[config.mk]
export PLATFORM = sky130hd
export DESIGN_NAME = modbus_rtu_read_registers_master_top
export DESIGN_NICKNAME = d
export VERILOG_FILES = /design/src/hdl/mbrm_pkg.sv /design/src/hdl/modbus_rtu_read_registers_master_top.sv /design/src/hdl/mbrm_store.sv /design/src/hdl/mbrm_ctrl.sv
export VERILOG_INCLUDE_DIRS = /design/src /design/src/hdl
export SDC_FILE = /design/constraint.sdc
export NUM_CORES = 1
export LEC_CHECK = 0
export BUFFER_PORTS_ARGS = -buffer_cell sky130_fd_sc_hd__buf_2
export CORE_AREA = 2 2 210 212
export CTS_BUF_LIST = sky130_fd_sc_hd__clkbuf_4 sky130_fd_sc_hd__clkbuf_8 sky130_fd_sc_hd__clkbuf_16
export DETAILED_ROUTE_END_ITERATION = 8
export DIE_AREA = 0 0 212 214
export GPL_ROUTABILITY_DRIVEN = 0
export PLACE_DENSITY = 0.5
export SYNTH_ARGS = -nofsm -noshare
export SYNTH_HDL_FRONTEND = slang
export SYNTH_SLANG_ARGS = --single-unit
[constraint.sdc]
create_clock -name clk -period 5.4 [get_ports clk]
set_input_delay 0.27 -clock clk [delete_from_list [all_inputs] [get_ports clk]]
set_output_delay 0.27 -clock clk [all_outputs]
set_load 0.01 [all_outputs]
[src/hdl/modbus_rtu_read_registers_master_top_defines.svh]
// Assertion macros for the Modbus RTU read-registers master.
`ifndef MODBUS_RTU_READ_REGISTERS_MASTER_TOP_DEFINES_SVH
`define MODBUS_RTU_READ_REGISTERS_MASTER_TOP_DEFINES_SVH

// Same-cycle implication, sampled on clk, off during reset
`define MBRM_ASSERT_NOW(label, ante, cons, msg) \
  label: assert property (@(posedge clk) disable iff (!rst_n) (ante) |-> (cons)) \
    else $error(msg);

// Next-cycle implication, sampled on clk, off during reset
`define MBRM_ASSERT_NEXT(label, ante, cons, msg) \
  label: assert property (@(posedge clk) disable iff (!rst_n) (ante) |=> (cons)) \
    else $error(msg);

`endif

[src/hdl/mbrm_pkg.sv]
// Shared types, codes and the CRC-16 step for the Modbus RTU read-registers master.
`default_nettype none
package mbrm_pkg;

  // input operations
  localparam logic [1:0] OP_START   = 2'd0;
  localparam logic [1:0] OP_RX      = 2'd1;
  localparam logic [1:0] OP_TIMEOUT = 2'd2;

  // result kinds
  localparam logic [1:0] KIND_REQ  = 2'd0;
  localparam logic [1:0] KIND_REG  = 2'd1;
  localparam logic [1:0] KIND_FAIL = 2'd2;

  // failure status codes
  localparam logic [2:0] ST_OK         = 3'd0;
  localparam logic [2:0] ST_EXCEPTION  = 3'd1;
  localparam logic [2:0] ST_NO_RESP    = 3'd2;
  localparam logic [2:0] ST_INCOMPLETE = 3'd3;
  localparam logic [2:0] ST_BAD_HEADER = 3'd4;
  localparam logic [2:0] ST_CRC_ERROR  = 3'd5;

  // configuration register indexes
  localparam logic [1:0] CFG_SLAVE_ADDR = 2'd0;
  localparam logic [1:0] CFG_START_REG  = 2'd1;
  localparam logic [1:0] CFG_REG_COUNT  = 2'd2;

  // protocol constants
  localparam logic [7:0]  FUNC_READ_HOLD = 8'h03;
  localparam logic [7:0]  FUNC_EXCEPTION = 8'h83;
  localparam logic [15:0] CRC_INIT       = 16'hFFFF;
  localparam logic [15:0] CRC_POLY       = 16'hA001;
  localparam logic [2:0]  REQ_LAST_IDX   = 3'd7;
  localparam logic [2:0]  REQ_CRC_LO_IDX = 3'd6;

  typedef struct packed {
    logic [1:0] operation;
    logic [7:0] rx_byte;
  } in_item_t;

  typedef struct packed {
    logic [1:0]  kind;
    logic [15:0] value;
    logic [5:0]  index;
    logic [2:0]  status;
    logic [7:0]  exception_code;
    logic        last;
  } out_item_t;

  typedef struct packed {
    logic [7:0]  slave_address;
    logic [15:0] start_register;
    logic [2:0]  register_count;
  } cfg_t;

  typedef enum logic [2:0] {
    S_IDLE,
    S_EXEC,
    S_REQ,
    S_FAIL,
    S_RDREQ,
    S_REGS
  } state_t;

  // one byte folded into a reflected CRC-16
  function automatic logic [15:0] crc_fold(input logic [15:0] crc, input logic [7:0] b);
    logic [15:0] c;
    c = crc ^ {8'h00, b};
    for (int i = 0; i < 8; i++) begin
      if (c[0]) begin
        c = (c >> 1) ^ CRC_POLY;
      end else begin
        c = c >> 1;
      end
    end
    return c;
  endfunction

endpackage
`default_nettype wire

[src/hdl/modbus_rtu_read_registers_master_top.sv]
// Top level of the Modbus RTU read-holding-registers master.
//
//  channel | direction | handshake          | payload
//  --------+-----------+--------------------+-------------------------------
//  in_     | input     | in_valid/in_stall  | in_data: operation, rx_byte
//  out_    | output    | out_valid/out_stall| out_data: kind..last
//  cfg_    | input     | cfg_we             | cfg_index, cfg_data
//
// An item is latched, then executed; the next is taken only back in idle.
// A start streams 8 request bytes, one per cycle while the output is not
// stalled; the request CRC is folded one byte per cycle as bytes go out.
// Register results are each read from the store memory, then emitted.
// Reset is synchronous; the store needs no clearing pass. A stalled output
// holds its item and pauses the sequencer; in_stall holds off a new input.
`default_nettype none
`include "modbus_rtu_read_registers_master_top_defines.svh"
module modbus_rtu_read_registers_master_top #(
  parameter int MAX_REGS = 4
) (
  input  wire logic                clk,
  input  wire logic                rst_n,
  input  wire logic                in_valid,
  output logic                     in_stall,
  input  wire mbrm_pkg::in_item_t  in_data,
  output logic                     out_valid,
  input  wire logic                out_stall,
  output mbrm_pkg::out_item_t      out_data,
  input  wire logic                cfg_we,
  input  wire logic [1:0]          cfg_index,
  input  wire logic [15:0]         cfg_data
);

  localparam int AW    = (MAX_REGS > 1) ? $clog2(MAX_REGS) : 1;
  localparam int CNT_W = $clog2(5 + 2 * MAX_REGS + 1);

  mbrm_pkg::cfg_t cfg_r, cfg_nxt;

  logic          mem_wr_en;
  logic [AW-1:0] mem_wr_addr;
  logic [15:0]   mem_wr_data;
  logic          mem_rd_en;
  logic [AW-1:0] mem_rd_addr;
  logic [15:0]   mem_rd_data;

  // configuration register decode
  always_comb begin
    cfg_nxt = cfg_r;
    if (cfg_we) begin
      unique case (cfg_index)
        mbrm_pkg::CFG_SLAVE_ADDR: cfg_nxt.slave_address  = cfg_data[7:0];
        mbrm_pkg::CFG_START_REG:  cfg_nxt.start_register = cfg_data;
        mbrm_pkg::CFG_REG_COUNT:  cfg_nxt.register_count = cfg_data[2:0];
        default: ;
      endcase
    end
  end

  always_ff @(posedge clk) begin
    if (!rst_n) begin
      cfg_r.slave_address  <= 8'd1;
      cfg_r.start_register <= 16'd0;
      cfg_r.register_count <= 3'd4;
    end else begin
      cfg_r <= cfg_nxt;
    end
  end

  mbrm_ctrl #(
    .MAX_REGS (MAX_REGS),
    .AW       (AW),
    .CNT_W    (CNT_W)
  ) u_ctrl (
    .clk         (clk),
    .rst_n       (rst_n),
    .cfg         (cfg_r),
    .in_valid    (in_valid),
    .in_stall    (in_stall),
    .in_data     (in_data),
    .out_valid   (out_valid),
    .out_stall   (out_stall),
    .out_data    (out_data),
    .mem_wr_en   (mem_wr_en),
    .mem_wr_addr (mem_wr_addr),
    .mem_wr_data (mem_wr_data),
    .mem_rd_en   (mem_rd_en),
    .mem_rd_addr (mem_rd_addr),
    .mem_rd_data (mem_rd_data)
  );

  mbrm_store #(
    .DEPTH (MAX_REGS),
    .AW    (AW)
  ) u_store (
    .clk     (clk),
    .wr_en   (mem_wr_en),
    .wr_addr (mem_wr_addr),
    .wr_data (mem_wr_data),
    .rd_en   (mem_rd_en),
    .rd_addr (mem_rd_addr),
    .rd_data (mem_rd_data)
  );

  // an accepted request is worked on before the next one is taken
  `MBRM_ASSERT_NEXT(a_busy_after_accept, in_valid && !in_stall, in_stall, "input taken while busy")
  // a failure report is always the single, final result of its request
  `MBRM_ASSERT_NOW(a_fail_last, out_valid && out_data.kind == mbrm_pkg::KIND_FAIL, out_data.last && out_data.value == 16'h0000, "failure report malformed")
  // register values carry an ok status and no exception code
  `MBRM_ASSERT_NOW(a_reg_ok, out_valid && out_data.kind == mbrm_pkg::KIND_REG, out_data.status == mbrm_pkg::ST_OK && out_data.exception_code == 8'h00, "register result with failure fields")

endmodule
`default_nettype wire

[src/hdl/mbrm_store.sv]
// Register store: single-port-write, registered-read memory of received register values.
`default_nettype none
module mbrm_store #(
  parameter int DEPTH = 4,
  parameter int AW    = 2
) (
  input  wire logic          clk,
  input  wire logic          wr_en,
  input  wire logic [AW-1:0] wr_addr,
  input  wire logic [15:0]   wr_data,
  input  wire logic          rd_en,
  input  wire logic [AW-1:0] rd_addr,
  output logic      [15:0]   rd_data
);

  logic [15:0] mem [DEPTH];
  logic [15:0] rd_data_r;

  // write port
  always_ff @(posedge clk) begin
    if (wr_en) begin
      mem[wr_addr] <= wr_data;
    end
  end

  // read port, registered, holds between reads
  always_ff @(posedge clk) begin
    if (rd_en) begin
      rd_data_r <= mem[rd_addr];
    end
  end

  assign rd_data = rd_data_r;

endmodule
`default_nettype wire

[src/hdl/mbrm_ctrl.sv]
// Transaction sequencer: request builder, frame receiver and result output register.
`default_nettype none
module mbrm_ctrl #(
  parameter int MAX_REGS = 4,
  parameter int AW       = 2,
  parameter int CNT_W    = 4
) (
  input  wire logic               clk,
  input  wire logic               rst_n,
  input  wire mbrm_pkg::cfg_t     cfg,
  input  wire logic               in_valid,
  output logic                    in_stall,
  input  wire mbrm_pkg::in_item_t in_data,
  output logic                    out_valid,
  input  wire logic               out_stall,
  output mbrm_pkg::out_item_t     out_data,
  output logic                    mem_wr_en,
  output logic [AW-1:0]           mem_wr_addr,
  output logic [15:0]             mem_wr_data,
  output logic                    mem_rd_en,
  output logic [AW-1:0]           mem_rd_addr,
  input  wire logic [15:0]        mem_rd_data
);

  mbrm_pkg::state_t    state_r, state_nxt;
  mbrm_pkg::in_item_t  item_r, item_nxt;
  mbrm_pkg::out_item_t out_data_r, out_data_nxt;
  logic                out_valid_r, out_valid_nxt;
  logic [CNT_W-1:0]    cnt_r, cnt_nxt;
  logic [15:0]         crc_r, crc_nxt;
  logic [15:0]         txcrc_r, txcrc_nxt;
  logic [7:0]          faddr_r, faddr_nxt;
  logic [7:0]          ffunc_r, ffunc_nxt;
  logic [7:0]          flen_r, flen_nxt;
  logic [7:0]          hi_r, hi_nxt;
  logic [7:0]          crclo_r, crclo_nxt;
  logic                fin_r, fin_nxt;
  logic [2:0]          seq_r, seq_nxt;
  logic [AW-1:0]       ridx_r, ridx_nxt;
  logic [2:0]          fstat_r, fstat_nxt;
  logic [7:0]          fexc_r, fexc_nxt;

  logic        accept;
  logic        out_free;
  logic [2:0]  n_eff;
  logic [31:0] p_ext;
  logic [31:0] exp_len;
  logic [31:0] off;
  logic [31:0] ri;
  logic        frame_end;
  logic        crc_lo_pos;
  logic        hdr_bad;
  logic        crc_bad;
  logic        exc_hit;
  logic        rx_live;
  logic [7:0]  req_byte;
  logic        reg_last;

  assign in_stall  = (state_r != mbrm_pkg::S_IDLE);
  assign accept    = in_valid && !in_stall;
  assign out_free  = !out_valid_r || !out_stall;
  assign out_valid = out_valid_r;
  assign out_data  = out_data_r;

  // effective register count, saturated to 1..MAX_REGS
  always_comb begin
    if (cfg.register_count == 3'd0) begin
      n_eff = 3'd1;
    end else if (32'(cfg.register_count) > MAX_REGS) begin
      n_eff = 3'(MAX_REGS);
    end else begin
      n_eff = cfg.register_count;
    end
  end

  // frame position decode for the byte being processed
  assign rx_live    = !fin_r && (item_r.operation == mbrm_pkg::OP_RX);
  assign p_ext      = 32'(cnt_r);
  assign exp_len    = 32'd5 + {28'd0, n_eff, 1'b0};
  assign frame_end  = (p_ext + 32'd1) >= exp_len;
  assign crc_lo_pos = (p_ext + 32'd2) == exp_len;
  assign off        = p_ext - 32'd3;
  assign ri         = off >> 1;
  assign hdr_bad    = (faddr_r != cfg.slave_address) ||
                      (ffunc_r != mbrm_pkg::FUNC_READ_HOLD) ||
                      (flen_r != {4'd0, n_eff, 1'b0});
  assign crc_bad    = {item_r.rx_byte, crclo_r} != crc_r;
  assign exc_hit    = (p_ext == 32'd4) && (ffunc_r == mbrm_pkg::FUNC_EXCEPTION);
  assign reg_last   = (32'(ridx_r) + 32'd1) == 32'(n_eff);

  // request byte by position
  always_comb begin
    case (seq_r)
      3'd0:    req_byte = cfg.slave_address;
      3'd1:    req_byte = mbrm_pkg::FUNC_READ_HOLD;
      3'd2:    req_byte = cfg.start_register[15:8];
      3'd3:    req_byte = cfg.start_register[7:0];
      3'd4:    req_byte = 8'h00;
      3'd5:    req_byte = {5'd0, n_eff};
      3'd6:    req_byte = txcrc_r[7:0];
      default: req_byte = txcrc_r[15:8];
    endcase
  end

  // next state
  always_comb begin
    state_nxt = state_r;
    unique case (state_r)
      mbrm_pkg::S_IDLE: begin
        if (accept) state_nxt = mbrm_pkg::S_EXEC;
      end
      mbrm_pkg::S_EXEC: begin
        state_nxt = mbrm_pkg::S_IDLE;
        if (item_r.operation == mbrm_pkg::OP_START) begin
          state_nxt = mbrm_pkg::S_REQ;
        end else if (!fin_r && item_r.operation == mbrm_pkg::OP_TIMEOUT) begin
          state_nxt = mbrm_pkg::S_FAIL;
        end else if (rx_live) begin
          if (frame_end) begin
            state_nxt = (hdr_bad || crc_bad) ? mbrm_pkg::S_FAIL : mbrm_pkg::S_RDREQ;
          end else if (exc_hit) begin
            state_nxt = mbrm_pkg::S_FAIL;
          end
        end
      end
      mbrm_pkg::S_REQ: begin
        if (out_free && seq_r == mbrm_pkg::REQ_LAST_IDX) state_nxt = mbrm_pkg::S_IDLE;
      end
      mbrm_pkg::S_FAIL: begin
        if (out_free) state_nxt = mbrm_pkg::S_IDLE;
      end
      mbrm_pkg::S_RDREQ: begin
        state_nxt = mbrm_pkg::S_REGS;
      end
      mbrm_pkg::S_REGS: begin
        if (out_free) state_nxt = reg_last ? mbrm_pkg::S_IDLE : mbrm_pkg::S_RDREQ;
      end
      default: state_nxt = mbrm_pkg::S_IDLE;
    endcase
  end

  // datapath and outputs
  always_comb begin
    item_nxt      = item_r;
    out_data_nxt  = out_data_r;
    out_valid_nxt = out_valid_r && out_stall;
    cnt_nxt       = cnt_r;
    crc_nxt       = crc_r;
    txcrc_nxt     = txcrc_r;
    faddr_nxt     = faddr_r;
    ffunc_nxt     = ffunc_r;
    flen_nxt      = flen_r;
    hi_nxt        = hi_r;
    crclo_nxt     = crclo_r;
    fin_nxt       = fin_r;
    seq_nxt       = seq_r;
    ridx_nxt      = ridx_r;
    fstat_nxt     = fstat_r;
    fexc_nxt      = fexc_r;
    mem_wr_en     = 1'b0;
    mem_wr_addr   = AW'(ri);
    mem_wr_data   = {hi_r, item_r.rx_byte};
    mem_rd_en     = 1'b0;
    mem_rd_addr   = ridx_r;

    unique case (state_r)
      mbrm_pkg::S_IDLE: begin
        if (accept) item_nxt = in_data;
      end
      mbrm_pkg::S_EXEC: begin
        if (item_r.operation == mbrm_pkg::OP_START) begin
          // abort anything in flight and start a new request
          cnt_nxt   = '0;
          crc_nxt   = mbrm_pkg::CRC_INIT;
          faddr_nxt = 8'h00;
          ffunc_nxt = 8'h00;
          flen_nxt  = 8'h00;
          hi_nxt    = 8'h00;
          crclo_nxt = 8'h00;
          fin_nxt   = 1'b0;
          seq_nxt   = 3'd0;
          txcrc_nxt = mbrm_pkg::CRC_INIT;
        end else if (!fin_r && item_r.operation == mbrm_pkg::OP_TIMEOUT) begin
          fstat_nxt = (cnt_r == '0) ? mbrm_pkg::ST_NO_RESP : mbrm_pkg::ST_INCOMPLETE;
          fexc_nxt  = 8'h00;
          fin_nxt   = 1'b1;
        end else if (rx_live) begin
          cnt_nxt = cnt_r + 1'b1;
          if (frame_end) begin
            // last byte is the CRC high byte: check header, then CRC
            fin_nxt   = 1'b1;
            fexc_nxt  = 8'h00;
            ridx_nxt  = '0;
            fstat_nxt = hdr_bad ? mbrm_pkg::ST_BAD_HEADER : mbrm_pkg::ST_CRC_ERROR;
          end else begin
            if (crc_lo_pos) begin
              crclo_nxt = item_r.rx_byte;
            end else begin
              crc_nxt = mbrm_pkg::crc_fold(crc_r, item_r.rx_byte);
              if (p_ext == 32'd0) begin
                faddr_nxt = item_r.rx_byte;
              end else if (p_ext == 32'd1) begin
                ffunc_nxt = item_r.rx_byte;
              end else if (p_ext == 32'd2) begin
                flen_nxt = item_r.rx_byte;
              end else if (!off[0]) begin
                hi_nxt = item_r.rx_byte;
              end else if (ri < 32'(MAX_REGS)) begin
                mem_wr_en = 1'b1;
              end
            end
            // exception reply reported on its fifth byte
            if (exc_hit) begin
              fstat_nxt = mbrm_pkg::ST_EXCEPTION;
              fexc_nxt  = flen_r;
              fin_nxt   = 1'b1;
            end
          end
        end
      end
      mbrm_pkg::S_REQ: begin
        if (out_free) begin
          out_valid_nxt               = 1'b1;
          out_data_nxt.kind           = mbrm_pkg::KIND_REQ;
          out_data_nxt.value          = {8'h00, req_byte};
          out_data_nxt.index          = {3'd0, seq_r};
          out_data_nxt.status         = mbrm_pkg::ST_OK;
          out_data_nxt.exception_code = 8'h00;
          out_data_nxt.last           = (seq_r == mbrm_pkg::REQ_LAST_IDX);
          if (seq_r < mbrm_pkg::REQ_CRC_LO_IDX) begin
            txcrc_nxt = mbrm_pkg::crc_fold(txcrc_r, req_byte);
          end
          seq_nxt = seq_r + 3'd1;
        end
      end
      mbrm_pkg::S_FAIL: begin
        if (out_free) begin
          out_valid_nxt               = 1'b1;
          out_data_nxt.kind           = mbrm_pkg::KIND_FAIL;
          out_data_nxt.value          = 16'h0000;
          out_data_nxt.index          = 6'd0;
          out_data_nxt.status         = fstat_r;
          out_data_nxt.exception_code = fexc_r;
          out_data_nxt.last           = 1'b1;
        end
      end
      mbrm_pkg::S_RDREQ: begin
        mem_rd_en = 1'b1;
      end
      mbrm_pkg::S_REGS: begin
        if (out_free) begin
          out_valid_nxt               = 1'b1;
          out_data_nxt.kind           = mbrm_pkg::KIND_REG;
          out_data_nxt.value          = mem_rd_data;
          out_data_nxt.index          = 6'(ridx_r);
          out_data_nxt.status         = mbrm_pkg::ST_OK;
          out_data_nxt.exception_code = 8'h00;
          out_data_nxt.last           = reg_last;
          ridx_nxt                    = ridx_r + 1'b1;
        end
      end
      default: ;
    endcase
  end

  // control state
  always_ff @(posedge clk) begin
    if (!rst_n) begin
      state_r     <= mbrm_pkg::S_IDLE;
      out_valid_r <= 1'b0;
      cnt_r       <= '0;
      crc_r       <= mbrm_pkg::CRC_INIT;
      faddr_r     <= 8'h00;
      ffunc_r     <= 8'h00;
      flen_r      <= 8'h00;
      hi_r        <= 8'h00;
      crclo_r     <= 8'h00;
      fin_r       <= 1'b1;
      seq_r       <= 3'd0;
      ridx_r      <= '0;
    end else begin
      state_r     <= state_nxt;
      out_valid_r <= out_valid_nxt;
      cnt_r       <= cnt_nxt;
      crc_r       <= crc_nxt;
      faddr_r     <= faddr_nxt;
      ffunc_r     <= ffunc_nxt;
      flen_r      <= flen_nxt;
      hi_r        <= hi_nxt;
      crclo_r     <= crclo_nxt;
      fin_r       <= fin_nxt;
      seq_r       <= seq_nxt;
      ridx_r      <= ridx_nxt;
    end
  end

  // payload registers
  always_ff @(posedge clk) begin
    item_r     <= item_nxt;
    out_data_r <= out_data_nxt;
    txcrc_r    <= txcrc_nxt;
    fstat_r    <= fstat_nxt;
    fexc_r     <= fexc_nxt;
  end

endmodule
`default_nettype wire
# Word level (Yosys, flattened, before mapping)
# Memory sizes are Yosys's and may differ from the RTL's. A register that Yosys moved wholly into a read port is not among the register bits.
# Cells that the tools add are included.
[classes] n_reduce_logical=53 order_cmp=4 eq_ne=44 add_sub_neg=8 n_bitwise=19 n_mux=184
[ops] cell="16-bit 2-to-1 mux" n=87
[ops] cell="8-bit 2-to-1 mux" n=38
[ops] cell="36-bit 2-to-1 mux" n=3
[ops] cell="36-bit one-hot mux with 3 select lines" n=1
[ops] cell="8-bit one-hot mux with 7 select lines" n=1
[ops] cell="3-bit 2-to-1 mux" n=18
[ops] cell="2-bit NOT with 3-bit output" n=16
[ops] cell="32-bit by 3-bit == test with 1-bit output" n=1
[ops] cell="32-bit == test" n=1
[ops] cell="32-bit greater-or-equal comparator" n=1
[ops] cell="32-bit logical NOT" n=1
[ops] cell="16-bit one-hot mux with 2 select lines" n=1
[ops] cell="16-bit by 8-bit bitwise XOR with 16-bit output" n=2
[ops] cell="31-bit by 3-bit less-than comparator with 1-bit output (second input constant)" n=1
[ops] cell="2-bit by 1-bit != test with 1-bit output (second input constant)" n=13
[ops] cell="1-bit 2-to-1 mux" n=23
[ops] cell="3-bit == test (second input constant)" n=6
[ops] cell="3-bit one-hot mux with 6 select lines" n=1
[ops] cell="16-bit != test" n=1
[ops] cell="4-bit AND reduction" n=4
[ops] cell="2-bit nonzero test" n=8
[ops] cell="3-bit by 2-bit == test with 1-bit output (second input constant)" n=4
[ops] cell="2-bit 2-to-1 mux" n=6
[ops] cell="4-bit 2-to-1 mux" n=3
[ops] cell="other kinds (40)" n=71
[word_totals] output_inout_bits=38 reg_bits=170 inputBits=33 mem_bits_rw=64 memories=1
[memory_table] memory="u_store.mem" words=4 word_bits=16 rd=1 rd_ports_with_merged_regs=1 write_ports=1 line_no="mbrm_store.sv:16" text="logic [15:0] mem [DEPTH];"

# Depth between registers and ports, before layout
[depth] word_depth=66 depth_mapped=13 mapped_depth_nobuf=10

# Hierarchy
# A second synthesis with hierarchy kept.
[hier_totals] hier_cells=953 hier_area_um2=11223.3
[by_module_without_submodules] module="mbrm_ctrl" cells_each=740 seq_area_each_um2=3503.4 area_per_inst_um2=7304.5 instances=1
[by_module_without_submodules] module="mbrm_store" cells_each=104 seq_area_each_um2=2402.3 area_per_inst_um2=2857.7 instances=1
[by_module_without_submodules] module="modbus_rtu_read_registers_master_top" cells_each=109 seq_area_each_um2=540.5 area_per_inst_um2=1061.0 instances=1

# Worst setup path after synthesis
# No wires, ideal clock.
[synth_timing] path_kind="register to register" from="reg u_ctrl.cnt_r[0]" to="mem u_store.mem[0][0], enable pin" path_slack_ns=2.001 path_buffers=2 t_required_ns=5.012 period_less_slack_ns=3.399 arrival_time_ns=3.011 setup_time_ns=0.388 path_stages_with_launch=12 cell_sequence="dfxtp_1 clkbuf_1 inv_1 ha_1 o21ai_0 a311oi_1 o21a_1 o21a_1 clkbuf_1 nor4_1 nand2b_1 nor2_1"
[synth_between] elab_chain_cells=15 word_cells_on_any_way=22
[synth_lines] element="start: declaration" line_no="mbrm_ctrl.sv:29" text="logic [CNT_W-1:0] cnt_r, cnt_nxt;"
[synth_lines] element="start signal: assignment" line_no="mbrm_ctrl.sv:284" text="cnt_r <= cnt_nxt;"
[synth_lines] element="4-bit by 2-bit subtractor with 5-bit output" line_no="mbrm_ctrl.sv:82" text="assign off = p_ext - 32'd3;"
[synth_lines] element="31-bit by 3-bit less-than comparator with 1-bit output" line_no="mbrm_ctrl.sv:208" text="end else if (ri < 32'(MAX_REGS)) begin"
[synth_lines] element="1-bit 2-to-1 mux" line_no="mbrm_ctrl.sv:208"
[synth_lines] element="1-bit 2-to-1 mux" line_no="mbrm_ctrl.sv:206" text="end else if (!off[0]) begin"
[synth_lines] element="1-bit 2-to-1 mux" line_no="mbrm_ctrl.sv:204" text="end else if (p_ext == 32'd2) begin"
[synth_lines] element="1-bit 2-to-1 mux" line_no="mbrm_ctrl.sv:202" text="end else if (p_ext == 32'd1) begin"
[synth_lines] element="1-bit 2-to-1 mux" line_no="mbrm_ctrl.sv:200" text="if (p_ext == 32'd0) begin"
[synth_lines] element="1-bit 2-to-1 mux" line_no="mbrm_ctrl.sv:196" text="if (crc_lo_pos) begin"
[synth_lines] element="1-bit 2-to-1 mux" line_no="mbrm_ctrl.sv:189" text="if (frame_end) begin"
[synth_lines] element="1-bit 2-to-1 mux" line_no="mbrm_ctrl.sv:187" text="end else if (rx_live) begin"
[synth_lines] element="1-bit 2-to-1 mux" line_no="mbrm_ctrl.sv:183" text="end else if (!fin_r && item_r.operation == mbrm_pkg::OP_TIMEOUT) begin"
[synth_lines] element="1-bit 2-to-1 mux" line_no="mbrm_ctrl.sv:171" text="if (item_r.operation == mbrm_pkg::OP_START) begin"
[synth_lines] element="1-bit 2-to-1 mux" line_no="mbrm_ctrl.sv:166" text="unique case (state_r)"
[synth_lines] element="1-bit 2-to-1 mux" line_no="mbrm_store.sv:21" text="if (wr_en) begin"
[synth_lines] element="1-bit 2-to-1 mux (implied by the code)" line_no="mbrm_store.sv:22" text="mem[wr_addr] <= wr_data;"
[synth_lines] element="end: declaration" line_no="mbrm_store.sv:16"
# Parallel ways exist; a longest one is shown, timed or not.

# Worst setup path after layout
[layout_timing] from="reg u_ctrl.state_r[0]" to="reg u_ctrl.flen_r[4]"
[layout_between] elab_chain_cells=2
[layout_lines] element="start: declaration" line_no="mbrm_ctrl.sv:25" text="mbrm_pkg::state_t state_r, state_nxt;"
[layout_lines] element="start signal: assignment" line_no="mbrm_ctrl.sv:269" text="state_r <= mbrm_pkg::S_IDLE;"
[layout_lines] element="start signal: assignment" line_no="mbrm_ctrl.sv:282" text="state_r <= state_nxt;"
[layout_lines] element="3-bit by 1-bit == test with 1-bit output" line_no="mbrm_ctrl.sv:166"
[layout_lines] element="8-bit AND reduction (no line)"
[layout_lines] element="end signal: assignment" line_no="mbrm_ctrl.sv:288" text="flen_r <= flen_nxt;"
[layout_lines] element="end: declaration" line_no="mbrm_ctrl.sv:34" text="logic [7:0] flen_r, flen_nxt;"
# Every way passes these cells.
# A chain may end at the register's enable or synchronous reset.

==> summary.md <==
| Metric | Value |
|---|---|
| Status | `finished, final reports clean` |
| Final Skew | `between 20 and 25 ps` |
| Maximum clock rate | `0.250 GHz` |
| Distinct cells, synth | `67` |
| Die area | `between 40000 and 50000 µm²` |
| Post-CTS setup repair buffer count | `0` |
| Fin util | `0.297` |
| DRT Pass-1 Iters | `5` |
| Initial antenna violation count | `1` |
| Drt initial violations | `520` |
| Slew Viols, Final | `0` |
| Power, Total | `0.00417 W` |
| Root buf cell | `clkbuf_16` |
| P per Cell Area | `327 nW/µm²` |
| Initial Utilization | `0.249` |
| Classification of the worst setup path | `flip-flop to flip-flop` |
| CP arrival | `roughly 4500 ps` |
| Row cnt | `between 70 and 80` |
| Top_reg_cell synth | `edfxtp_1` |
| Final nets | `994` |
| Global route total overflow | `0` |
| MaxCap Viol Count | `0` |
| Hold Path Class | `primary input to flip-flop` |
| Crit Path Max Fanout | `21` |
| R2R Path End | `u_ctrl.flen_r[4]` |
| Clock slew at reported path FFs | `roughly 60 ps` |
| Final Cycle Share | `0.740` |
| Die width | `212 µm` |
| Async set-reset flop share out of synthesis | `0` |
| Post-layout min period | `between 3000 and 4000 ps` |
| Largest net degree at the start of global routing | `35` |
| CTS sink cnt | `247` |
| Synth Cell Area | `between 10000 and 15000 µm²` |
| Simple-Gate Fraction of Synth Area | `0.109` |
| Diode count | `0` |
| First-pass GRT wire length | `~41000 µm` |
| Number of fill cells | `between 4000 and 5000` |
| EDFF count, synth | `150` |
| Worst Setup SP | `u_ctrl.state_r[0]` |
| CTS HTree Levels | `1` |
| Post-synth top area cell | `edfxtp_1` |
| Yosys top cell area share | `0.423` |
| Vias in the first global route | `6900` |
| Final hold vios | `0` |
| Worst Setup End Kind | `flip-flop` |
| Synth Area in Compound Gates | `0.106` |
| Yosys warnings | `0` |
| Worst VDD drop | `roughly 200 µV` |
| WHS Endpoint | `cfg_r[2]` |
| P&R area growth vs syn | `19.7%` |
| Seq cells post-synth | `between 200 and 250` |
| Post-route ant nets | `0` |
| Dpl hpwl | `~19000 µm` |
| Worst Path Required | `just under 6000 ps` |
| Commonest cells post-synth | `edfxtp_1 (150), dfxtp_1 (97), nand2_1 (85)` |
| Per-cell routed wire length | `17.2 µm` |
| Most common cell in the synthesized netlist | `edfxtp_1` |
| IO Count | `71` |
| Die height | `214 µm` |
| Synth Instances | `about 860` |
| Final WL | `about 27000 µm` |
| Placement Cell Area | `11600 µm²` |
| Post-synthesis adder-cell area fraction | `0.0176` |
| Unrepaired setup endpoints after global routing | `false` |
| Layout cells sized above 1 | `0.176` |
| Mux contribution to synthesized area | `0.0576` |
| Worst R2R Path Depth | `8` |
| Vias per inst | `4.49` |
| Slew at the pin with the worst max-slew slack | `between 1000 and 1500 ps` |
| Setup TNS | `0 ps` |
| TritonCTS clock tree | `done` |
| Vias post-DR | `6970` |
| Drt drc | `0` |
| GRT Util Overall | `0.117` |
| Leakage Power | `4.38 nW` |
| Core ar. | `approximately 43000 µm²` |
| Top post-synthesis cells by area | `edfxtp_1 (42%), dfxtp_1 (18%), xnor2_1 (3.5%)` |
| Largest family of logic cells by synthesized area | `simple AND/OR/NAND/NOR gates` |
| Num CTS Buffers | `27` |
| Syn_area_per_cell | `between 10 and 15 µm²` |
| Worst Hold Launch | `cfg_data[2]` |
| Post-Synth XOR/XNOR Area | `0.0699` |
| Slew Limit Headroom | `0.184` |
| Buffer depth of the longest clock path | `3` |
| Worst R2R Start | `u_ctrl.state_r[0]` |
| Final setup violation count | `0` |
| Hold Crit Depth | `3` |
| CP startpoint kind | `flip-flop` |
| Sequential fraction of the synthesis area | `0.605` |
| Clock Latency Late Sink | `~550 ps` |
| Design Area, Final | `between 10000 and 15000 µm²` |
| R2r setup slk | `1400 ps` |
| Input/output buffers | `67` |
[layout by cell type, fill, tap and decap left out, types with 28 or more instances in the layout]
master / count
o21ai_0: 28
a21oi_1: 42
xor2_1: 29
nand2_1: 85
xnor2_1: 42
edfxtp_1: 150
nor2_1: 42
inv_1: 32
buf_2: 67
dfxtp_1: 97
[worst max-delay path, cell delays in order, from the launching register on]
cell       delay, ps
dfxtp_1          650
nor2b_1          670
nand2b_1         280
a211o_1          480
nor3_1           370
nand2_1          110
or3_1            570
nor2_1           580
o2bb2ai_1        190
[report_power, final]
| part | switching, W | internal (W) | total (W) |
|---|---|---|---|
| combinational | 0.000136 | 0.000104 | 0.000240 |
| sequential | 0.0000363 | 0.00201 | 0.00205 |
| clock | 0.000751 | 0.00112 | 0.00188 |
| total | 0.000924 | 0.00324 | 0.00417 |
[metal layers]
| metal | GRT usage | share of wire |
|---|---|---|
| met4 | 0.0277 | 0.017 |
| met2 | 0.188 | 0.46 |
| met1 | 0.166 | 0.47 |
| met5 | 0 | 0.00060 |
| met3 | 0.0186 | 0.050 |
[state kept, by name, indices dropped and copies added (netlist names), 2 cells and up]
register	cells
u_ctrl.fexc_r	8
u_ctrl.crclo_r	8
u_ctrl.txcrc_r	16
u_ctrl.mem_wr_data	8
u_ctrl.hi_r	8
u_ctrl.ffunc_r	8
u_ctrl.cnt_r	4
u_ctrl.mem_rd_addr	2
u_ctrl.fstat_r	3
u_ctrl.seq_r	3
u_ctrl.state_r	3
u_store.rd_data	16
u_ctrl.faddr_r	8
u_ctrl.out_data	33
cfg_r	27
u_ctrl.item_r	2
u_ctrl.flen_r	8
u_store.mem	64
u_ctrl.crc_r	16
[kinds of logic after synthesis]
group | Yosys count
other cells | 2
flops | 247
compound gates | 160
buf+inv | 87
xor+xnor | 77
fa+ha+maj | 15
simple gates | 237
mux | 39
[timing repair]
| item | in CTS | in global routing |
|---|---|---|
| endpoints found under the setup margin | 0 | 0 |
| resized for setup | 0 | 0 |
| hold endpoints to repair | 25 | 0 |
| hold buffers | 22 | 0 |
[metrics by stage]
stage          hold slack [ps]  setup slack (ps)  cells
6_report                  9.27              1400   1552
5_1_grt                   5.39              1090   1552
4_1_cts                  0.261              1450   1552
3_5_place_dp               436              1490   1480
3_3_place_gp               432              1620   1480
2_1_floorplan              369              2000    866
[worst max-delay path by stage]
stage | slack, ps | depth (start not counted) | end
after floorplan | 2000 | 11 | u_store.mem[0][0]
after global placement | 1620 | 8 | u_ctrl.flen_r[7]
after detailed placement | 1490 | 8 | u_ctrl.flen_r[4]
after CTS | 1450 | 8 | u_ctrl.flen_r[4]
after global routing | 1090 | 7 | u_store.mem[2][12]
final | 1400 | 8 | u_ctrl.flen_r[4]
[layout make-up]
type,instances,area [µm²],area share
Multi-Input combinational cell,532,3860,0.303
Timing Repair Buffer,106,683,0.0535
Inverter,32,120,0.00941
Clock buffer,35,748,0.0586
Tap cell,585,732,0.0574
Clock inverter,15,164,0.0128
Sequential cell,247,6450,0.505
Power figures use the tool's default switching activity.
